$ cat src/rtl/core/blpg_pkg.sv
// Shared types and constants for the Bresenham line pixel generator.
`timescale 1ns / 1ps

package blpg_pkg;

  localparam int COORD_W     = 12;
  localparam int ERR_W       = 14;
  localparam int ROW_W       = 16;
  localparam int ADDR_W      = 32;
  localparam int COLOR_W     = 8;
  localparam int PROD_W      = COORD_W + ROW_W;
  localparam int CFG_IDX_W   = 2;
  localparam int QUEUE_DEPTH = 4;
  localparam int QPTR_W      = $clog2(QUEUE_DEPTH);

  typedef logic [COORD_W-1:0] coord_t;

  typedef enum logic {
    OP_START = 1'b0,
    OP_STEP  = 1'b1
  } op_e_t;

  typedef enum logic [CFG_IDX_W-1:0] {
    CFG_DRAW_COLOR   = 2'd0,
    CFG_ROW_BYTES    = 2'd1,
    CFG_BASE_ADDRESS = 2'd2
  } cfg_idx_t;

  typedef struct packed {
    logic   op;
    coord_t x_start;
    coord_t y_start;
    coord_t x_end;
    coord_t y_end;
  } in_item_t;

  typedef struct packed {
    logic              pixel_valid;
    logic [ADDR_W-1:0] pixel_address;
    logic [COLOR_W-1:0] pixel_value;
    logic              last_pixel;
  } out_item_t;

  // Classified command handed from front to back through the queue.
  typedef struct packed {
    op_e_t  kind;
    coord_t x0;
    coord_t y0;
    coord_t x1;
    coord_t y1;
    logic   x_neg;
    coord_t span_x;
    coord_t span_y;
  } cmd_t;

  typedef struct packed {
    logic [COLOR_W-1:0] draw_color;
    logic [ROW_W-1:0]   row_bytes;
    logic [ADDR_W-1:0]  base_address;
  } cfg_t;

endpackage

$ cat src/rtl/core/bresenham_line_pixel_gen.sv
// Top level of the Bresenham line pixel generator.
//
// Channels: cmd (valid/ready) takes start and step items, pix (valid/ready)
// returns exactly one result per item, cfg (valid/ready) writes draw_color,
// row_bytes and base_address; cfg_ready is always high, unknown indexes are
// dropped. The user must write config only while no line item is in flight;
// the block does not enforce it. A start transaction loads the endpoints
// and yields the first pixel; each step on an active line yields the next
// pixel's address and color. Throughput: one item per cycle while pix_ready
// is high; the stepping update is combinational. An accepted item is written
// into the queue, then passes the step stage, the row multiply stage and the
// address add / output register before its result shows.
// Reset (synchronous, rst high) clears the queue, the pipeline, the line
// state and the registers; drawing stays disabled until base_address and
// row_bytes are nonzero.
// When the receiver stalls, the output register holds; the pipeline and the
// queue fill up and cmd_ready drops once the queue is full.
`timescale 1ns / 1ps

module bresenham_line_pixel_gen import blpg_pkg::*; #(
  parameter int COORD_MAX = 4095,
  parameter int ADDR_BITS = 32
) (
  input  logic                 clk,
  input  logic                 rst,
  input  logic                 cmd_valid,
  output logic                 cmd_ready,
  input  in_item_t             cmd,
  output logic                 pix_valid,
  input  logic                 pix_ready,
  output out_item_t            pix,
  input  logic                 cfg_valid,
  output logic                 cfg_ready,
  input  logic [CFG_IDX_W-1:0] cfg_index,
  input  logic [ADDR_W-1:0]    cfg_data
);

  cfg_t cfg;
  cmd_t front_cmd;
  cmd_t back_cmd;
  logic back_valid;
  logic back_ready;

  assign cfg_ready = 1'b1;

  always_ff @(posedge clk) begin
    if (rst) begin
      cfg <= '0;
    end else if (cfg_valid && cfg_ready) begin
      case (cfg_index)
        CFG_DRAW_COLOR:   cfg.draw_color   <= cfg_data[COLOR_W-1:0];
        CFG_ROW_BYTES:    cfg.row_bytes    <= cfg_data[ROW_W-1:0];
        CFG_BASE_ADDRESS: cfg.base_address <= cfg_data;
        default: ;
      endcase
    end
  end

  blpg_front #(
    .COORD_MAX(COORD_MAX)
  ) u_front (
    .item(cmd),
    .cmd (front_cmd)
  );

  blpg_queue u_queue (
    .clk       (clk),
    .rst       (rst),
    .push_valid(cmd_valid),
    .push_ready(cmd_ready),
    .push_data (front_cmd),
    .pop_valid (back_valid),
    .pop_ready (back_ready),
    .pop_data  (back_cmd)
  );

  blpg_back #(
    .ADDR_BITS(ADDR_BITS)
  ) u_back (
    .clk      (clk),
    .rst      (rst),
    .cfg      (cfg),
    .cmd_valid(back_valid),
    .cmd_ready(back_ready),
    .cmd      (back_cmd),
    .pix_valid(pix_valid),
    .pix_ready(pix_ready),
    .pix      (pix)
  );

endmodule

$ cat src/rtl/core/blpg_front.sv
// Front end: clamps endpoints, orders them top to bottom and derives spans.
`timescale 1ns / 1ps

module blpg_front import blpg_pkg::*; #(
  parameter int COORD_MAX = 4095
) (
  input  in_item_t item,
  output cmd_t     cmd
);

  function automatic coord_t clamp(input coord_t v);
    coord_t r;
    if (17'(v) > 17'(COORD_MAX)) r = COORD_W'(COORD_MAX);
    else r = v;
    return r;
  endfunction

  coord_t xa, ya, xb, yb;
  coord_t x0, y0, x1, y1;
  logic   swap;

  always_comb begin
    xa = clamp(item.x_start);
    ya = clamp(item.y_start);
    xb = clamp(item.x_end);
    yb = clamp(item.y_end);
    swap = ya > yb;
    x0 = swap ? xb : xa;
    y0 = swap ? yb : ya;
    x1 = swap ? xa : xb;
    y1 = swap ? ya : yb;

    cmd.kind   = item.op ? OP_STEP : OP_START;
    cmd.x0     = x0;
    cmd.y0     = y0;
    cmd.x1     = x1;
    cmd.y1     = y1;
    cmd.x_neg  = x1 < x0;
    cmd.span_x = (x1 < x0) ? (x0 - x1) : (x1 - x0);
    cmd.span_y = y1 - y0;
  end

endmodule

$ cat src/rtl/core/blpg_queue.sv
// Short command queue between front and back.
`timescale 1ns / 1ps

module blpg_queue import blpg_pkg::*; (
  input  logic clk,
  input  logic rst,
  input  logic push_valid,
  output logic push_ready,
  input  cmd_t push_data,
  output logic pop_valid,
  input  logic pop_ready,
  output cmd_t pop_data
);

  cmd_t              entries [QUEUE_DEPTH];
  logic [QPTR_W-1:0] wr_ptr;
  logic [QPTR_W-1:0] rd_ptr;
  logic [QPTR_W:0]   count;
  logic              push;
  logic              pop;

  assign push_ready = count != (QPTR_W+1)'(QUEUE_DEPTH);
  assign pop_valid  = count != '0;
  assign pop_data   = entries[rd_ptr];
  assign push       = push_valid && push_ready;
  assign pop        = pop_valid && pop_ready;

  always_ff @(posedge clk) begin
    if (push) entries[wr_ptr] <= push_data;
  end

  always_ff @(posedge clk) begin
    if (rst) begin
      wr_ptr <= '0;
      rd_ptr <= '0;
      count  <= '0;
    end else begin
      if (push) wr_ptr <= wr_ptr + 1'b1;
      if (pop)  rd_ptr <= rd_ptr + 1'b1;
      if (push && !pop) count <= count + 1'b1;
      else if (pop && !push) count <= count - 1'b1;
    end
  end

endmodule

$ cat src/rtl/core/blpg_back.sv
// Back end: Bresenham stepping, row multiply and address add, output register.
`timescale 1ns / 1ps

module blpg_back import blpg_pkg::*; #(
  parameter int ADDR_BITS = 32
) (
  input  logic      clk,
  input  logic      rst,
  input  cfg_t      cfg,
  input  logic      cmd_valid,
  output logic      cmd_ready,
  input  cmd_t      cmd,
  output logic      pix_valid,
  input  logic      pix_ready,
  output out_item_t pix
);

  localparam int ADDR_KEEP = (ADDR_BITS > ADDR_W) ? ADDR_W : ADDR_BITS;
  localparam logic [ADDR_W-1:0] ADDR_MASK = ADDR_W'((64'd1 << ADDR_KEEP) - 64'd1);

  // line state
  coord_t                 cur_x, cur_y, stop_x, stop_y, span_x, span_y;
  logic                   x_dir_neg;
  logic signed [ERR_W-1:0] err_term;
  logic                   line_active;

  coord_t                 cur_x_next, cur_y_next, stop_x_next, stop_y_next;
  coord_t                 span_x_next, span_y_next;
  logic                   x_dir_neg_next;
  logic signed [ERR_W-1:0] err_term_next;
  logic                   line_active_next;
  logic                   res_pix, res_last;

  // stage registers
  logic        e_valid, e_pix, e_last;
  coord_t      e_x, e_y;
  logic        m_valid, m_pix, m_last;
  coord_t      m_x;
  logic [PROD_W-1:0] m_prod;

  logic adv_o, adv_m, adv_e, take;
  logic enabled;
  logic signed [ERR_W:0] twice;
  logic signed [ERR_W:0] neg_sy;
  logic signed [ERR_W:0] pos_sx;
  logic [ADDR_W-1:0] addr_sum;

  assign enabled   = (cfg.base_address != '0) && (cfg.row_bytes != '0);
  assign adv_o     = !pix_valid || pix_ready;
  assign adv_m     = !m_valid || adv_o;
  assign adv_e     = !e_valid || adv_m;
  assign cmd_ready = adv_e;
  assign take      = cmd_valid && adv_e;

  always_comb begin
    cur_x_next       = cur_x;
    cur_y_next       = cur_y;
    stop_x_next      = stop_x;
    stop_y_next      = stop_y;
    span_x_next      = span_x;
    span_y_next      = span_y;
    x_dir_neg_next   = x_dir_neg;
    err_term_next    = err_term;
    line_active_next = line_active;
    res_pix          = 1'b0;
    res_last         = 1'b0;
    twice  = {err_term, 1'b0};
    neg_sy = -$signed({3'b000, span_y});
    pos_sx = $signed({3'b000, span_x});

    unique case (cmd.kind)
      OP_START: begin
        line_active_next = 1'b0;
        if (enabled) begin
          cur_x_next     = cmd.x0;
          cur_y_next     = cmd.y0;
          stop_x_next    = cmd.x1;
          stop_y_next    = cmd.y1;
          x_dir_neg_next = cmd.x_neg;
          span_x_next    = cmd.span_x;
          span_y_next    = cmd.span_y;
          err_term_next  = $signed({2'b00, cmd.span_x}) - $signed({2'b00, cmd.span_y});
          res_last       = (cmd.x0 == cmd.x1) && (cmd.y0 == cmd.y1);
          res_pix        = 1'b1;
          line_active_next = !res_last;
        end
      end
      OP_STEP: begin
        if (line_active && enabled) begin
          if (twice > neg_sy) begin
            cur_x_next = x_dir_neg ? cur_x - 1'b1 : cur_x + 1'b1;
          end
          if (twice < pos_sx) begin
            cur_y_next = cur_y + 1'b1;
          end
          // both corrections are based on the error term before this step
          err_term_next = err_term
                        - ((twice > neg_sy) ? $signed({2'b00, span_y}) : '0)
                        + ((twice < pos_sx) ? $signed({2'b00, span_x}) : '0);
          res_last = (cur_x_next == stop_x) && (cur_y_next == stop_y);
          res_pix  = 1'b1;
          if (res_last) line_active_next = 1'b0;
        end
      end
      default: ;
    endcase
  end

  always_ff @(posedge clk) begin
    if (rst) begin
      cur_x       <= '0;
      cur_y       <= '0;
      stop_x      <= '0;
      stop_y      <= '0;
      span_x      <= '0;
      span_y      <= '0;
      x_dir_neg   <= 1'b0;
      err_term    <= '0;
      line_active <= 1'b0;
    end else if (take) begin
      cur_x       <= cur_x_next;
      cur_y       <= cur_y_next;
      stop_x      <= stop_x_next;
      stop_y      <= stop_y_next;
      span_x      <= span_x_next;
      span_y      <= span_y_next;
      x_dir_neg   <= x_dir_neg_next;
      err_term    <= err_term_next;
      line_active <= line_active_next;
    end
  end

  // pipeline valids
  always_ff @(posedge clk) begin
    if (rst) begin
      e_valid   <= 1'b0;
      m_valid   <= 1'b0;
      pix_valid <= 1'b0;
    end else begin
      if (adv_e) e_valid   <= cmd_valid;
      if (adv_m) m_valid   <= e_valid;
      if (adv_o) pix_valid <= m_valid;
    end
  end

  assign addr_sum = cfg.base_address + ADDR_W'(m_prod) + ADDR_W'(m_x);

  // payload registers
  always_ff @(posedge clk) begin
    if (take) begin
      e_pix  <= res_pix;
      e_last <= res_last;
      e_x    <= cur_x_next;
      e_y    <= cur_y_next;
    end
    if (adv_m && e_valid) begin
      m_pix  <= e_pix;
      m_last <= e_last;
      m_x    <= e_x;
      m_prod <= e_y * cfg.row_bytes;
    end
    if (adv_o && m_valid) begin
      if (m_pix) begin
        pix.pixel_valid   <= 1'b1;
        pix.pixel_address <= addr_sum & ADDR_MASK;
        pix.pixel_value   <= cfg.draw_color;
        pix.last_pixel    <= m_last;
      end else begin
        pix <= '0;
      end
    end
  end

endmodule
$ cat config.mk
export PLATFORM = sky130hd
export DESIGN_NAME = bresenham_line_pixel_gen
export DESIGN_NICKNAME = d
export VERILOG_FILES = /design/src/rtl/core/blpg_pkg.sv /design/src/rtl/core/bresenham_line_pixel_gen.sv /design/src/rtl/core/blpg_front.sv /design/src/rtl/core/blpg_queue.sv /design/src/rtl/core/blpg_back.sv
export SDC_FILE = /design/constraint.sdc
export NUM_CORES = 2
export LEC_CHECK = 0
export BUFFER_PORTS_ARGS = -buffer_cell sky130_fd_sc_hd__buf_2
export CAP_MARGIN = 15
export CORE_MARGIN = 10
export CORE_UTILIZATION = 65
export CTS_CLUSTER_DIAMETER = 100
export CTS_CLUSTER_SIZE = 40
export DETAILED_ROUTE_END_ITERATION = 8
export HOLD_SLACK_MARGIN = 0.06
export PLACE_DENSITY = 0.95
export SYNTH_ARGS = -nofsm -noshare
export SYNTH_HDL_FRONTEND = slang
export SYNTH_SLANG_ARGS = --single-unit
$ cat constraint.sdc
create_clock -name clk -period 19.8 [get_ports clk]
set_clock_uncertainty 0.15 [all_clocks]
set_input_delay 0 -clock clk [delete_from_list [all_inputs] [get_ports clk]]
set_output_delay 0 -clock clk [all_outputs]
set_load 0.02 [all_outputs]
==> run summary <==
status: completed
num rows: 85
Yosys reg bits: 562
Hold Fails Final Rpt: 0
CP Class: flop to flop
sequential fraction of design power: 0.369
Area growth, synth to finish: 9.37%
# fillers: 3302
die area: 63600 um^2
power density over the cells: 127 nW/um^2
Antenna Violating Nets Remaining: 0
Netlist cell types: 89
Critical-path top delay cell: or4_1
worst hold slack: 78.6 ps
pin count of the biggest net entering global routing: 91
slowest stage delay, CP: 600 ps
RSZ-0062 raised after global routing: false
startpoint class of the critical path: flop
Slew HR: 0.214
# H-tree levels: 1
async set-or-reset flop fraction in the synthesized netlist: 0
maximum vdd drop: 0.130 mV
Switch Pwr: 2.16 mW
Post-Synthesis Cell Area: 35000 um^2
crit path DAT: 7660 ps
core area: 53600 um^2
Residual DRC: 0
Worst Path Required: 20160 ps
Critical Path End Type: flop
DIE WIDTH: 252 um
HPWL Detailed: 67000 um
Ports: 133
Most used DFF post-synth: edfxtp_1
gpl congestion: 0.988
total global routing overflow: 0
Logic pwr share: 0.520
routed len/inst: 23.7 um
Initial Utilization: 0.653
I/O Buffers: 131
part of the cycle the worst path needs: 0.369
Post-Synthesis Cells: 3357
CTS tree: done
Tot GR Track Use: 0.313
Post-Syn Area per Cell: 10.4 um^2
root buffer cell: clkbuf_16
Worst-Margin Slew: 1180 ps
Ys Warns: 0
clock net sink count: 562
vias: 27900
Final Max Slew Viols: 0
Longest Clk Path Bufs: 3
1st-iter DRT viols: 3711
Hold Path Class: input port to flop
routed vias/inst: 6.58
final setup vio count: 0
TritonRoute pass-1 iters: 8
first-pass GRT wire length: 157000 um
crit-path max FO: 22
initial antenna violation count: 1
Clk pin slew, worst setup/hold paths: 170 ps
cell-internal power: 2.69 mW
Final #Nets: 3988
CP top delay family: compound AO/OA/AOI/OAI gates
clock group share of total power: 0.111
Clock Latency Late Sink: 610 ps
Post-synth EDFFs: 406
static leakage: 15.3 nW
buffers plus inverters on the worst setup path: 1
Sw Ratio: 0.445
CTS buffer count: 18
post-CTS sizing: 0
Syn Nets: 3807
Max-cap violations: 0
die height: 252 um
layout cells sized above 1: 0.0792
vias in the first global route: 28000
post-synthesis sequential area ratio: 0.437
Routed WL: 100000 um
post-layout min period: 7300 ps
Setup TNS: 0 ps
Max Clk Rate: 137 MHz
-- metal layers --
layer  up-vias  wire length [um]  global-route usage
li1      12000                 -                   -
met1     13200             33800               0.370
met2      2241             47600               0.522
met3       542             12100              0.0748
met4         2              6950               0.171
met5         -                21                   0
-- path summary, 6_finish.rpt --
path	start	depth (start not counted)	slack [ps]	endpoint
min reg2reg	u_back.e_pix	0	290	u_back.m_pix
min	cfg_data[12]	4	80	cfg[44]
max reg2reg	u_back.span_y[2]	27	12500	u_back.err_term[12]
max	u_back.span_y[2]	27	12500	u_back.err_term[12]
-- power groups by stage --
stage | clock network (mW) | registers [mW] | logic (mW)
global route | 0.568 | 1.81 | 2.73
floorplan | 0 | 1.67 | 1.81
finish | 0.536 | 1.79 | 2.52
detailed placement | 0 | 1.80 | 2.36
global placement | 0 | 1.78 | 2.27
CTS | 0.526 | 1.78 | 2.41
-- cell usage after synthesis, drive strengths merged (14+ instances only) --
library cell | number | area, um^2
xnor2 | 92 | 806
inv | 332 | 1250
a21boi | 15 | 113
edfxtp | 406 | 12200
o21ai | 119 | 596
nand2 | 534 | 2000
buf | 30 | 140
ha | 194 | 2430
nor2 | 213 | 800
a211oi | 28 | 220
a21o | 39 | 293
nand4 | 20 | 131
a21oi | 221 | 1110
xor2 | 57 | 499
a31oi | 17 | 106
nor2b | 38 | 238
or3 | 18 | 113
nand3 | 36 | 180
fa | 168 | 3360
o22ai | 16 | 100
clkbuf | 119 | 447
and2 | 90 | 563
nand2b | 31 | 194
o21a | 14 | 105
and3 | 24 | 150
mux2i | 29 | 290
mux4 | 74 | 1670
nor4 | 23 | 144
dfxtp | 156 | 3120
nor3 | 45 | 225
-- final cells by class --
cell class              instances  area (um^2)  share of cell area
flip-flops and latches        562        15300               0.400
inverters                     332         1250              0.0325
diodes                          1         2.50           0.0000653
clock buffers                  26          480              0.0125
repair buffers                310         2400              0.0627
clock inverters                 5         67.6             0.00176
multi-input cells            2314        17900               0.468
well taps                     696          871              0.0227
-- worst min-delay path, stage by stage --
cell,delay [ps]
dlygate4sd3_1,530
buf_2,150
nand2_1,70
a21oi_1,50
-- cells in the final DEF, fill, tap and decap left out, types with 130 or more instances in the layout --
| cell type | count |
|---|---|
| nand2_1 | 534 |
| ha_1 | 194 |
| edfxtp_1 | 406 |
| a21oi_1 | 221 |
| nor2_1 | 213 |
| dlygate4sd3_1 | 159 |
| inv_1 | 331 |
| buf_2 | 130 |
| dfxtp_1 | 154 |
| fa_1 | 168 |
-- flip-flops by register name, summed over array words and instances (netlist names), 14 cells and up, named ones only --
register,cells
u_queue.entries,296
cfg,56
u_back.pix,42
u_back.m_prod,28
u_back.err_term,14
-- per-stage QoR --
step	setup WS, ps	util	instance area [um^2]	power, mW	instances
floorplan	13520	-	35000	3.48	3357
global placement	12920	0.675	36200	4.05	4055
detailed placement	12710	0.675	36200	4.16	4055
CTS	12610	0.714	38300	4.71	4245
global route	12000	0.714	38300	5.11	4245
finish	12500	0.715	38300	4.85	4246
-- timing repair --
item | in CTS | in global routing
hold buffers | 159 | 0
endpoints found under the hold margin | 395 | 0
setup buffers | 0 | 0
-- kinds of logic after synthesis --
logic type | after synthesis | share of synthesized area
AND/OR/NAND/NOR | 1106 | 0.143
AO/OA/AOI/OAI | 585 | 0.106
flip-flops | 562 | 0.437
buffers and inverters | 481 | 0.0523
adder cells (fa/ha/maj) | 367 | 0.167
XOR/XNOR | 149 | 0.0373
multiplexers | 106 | 0.0570
other | 1 | 0.000107
No activity file was read; power rests on OpenSTA's default activity.
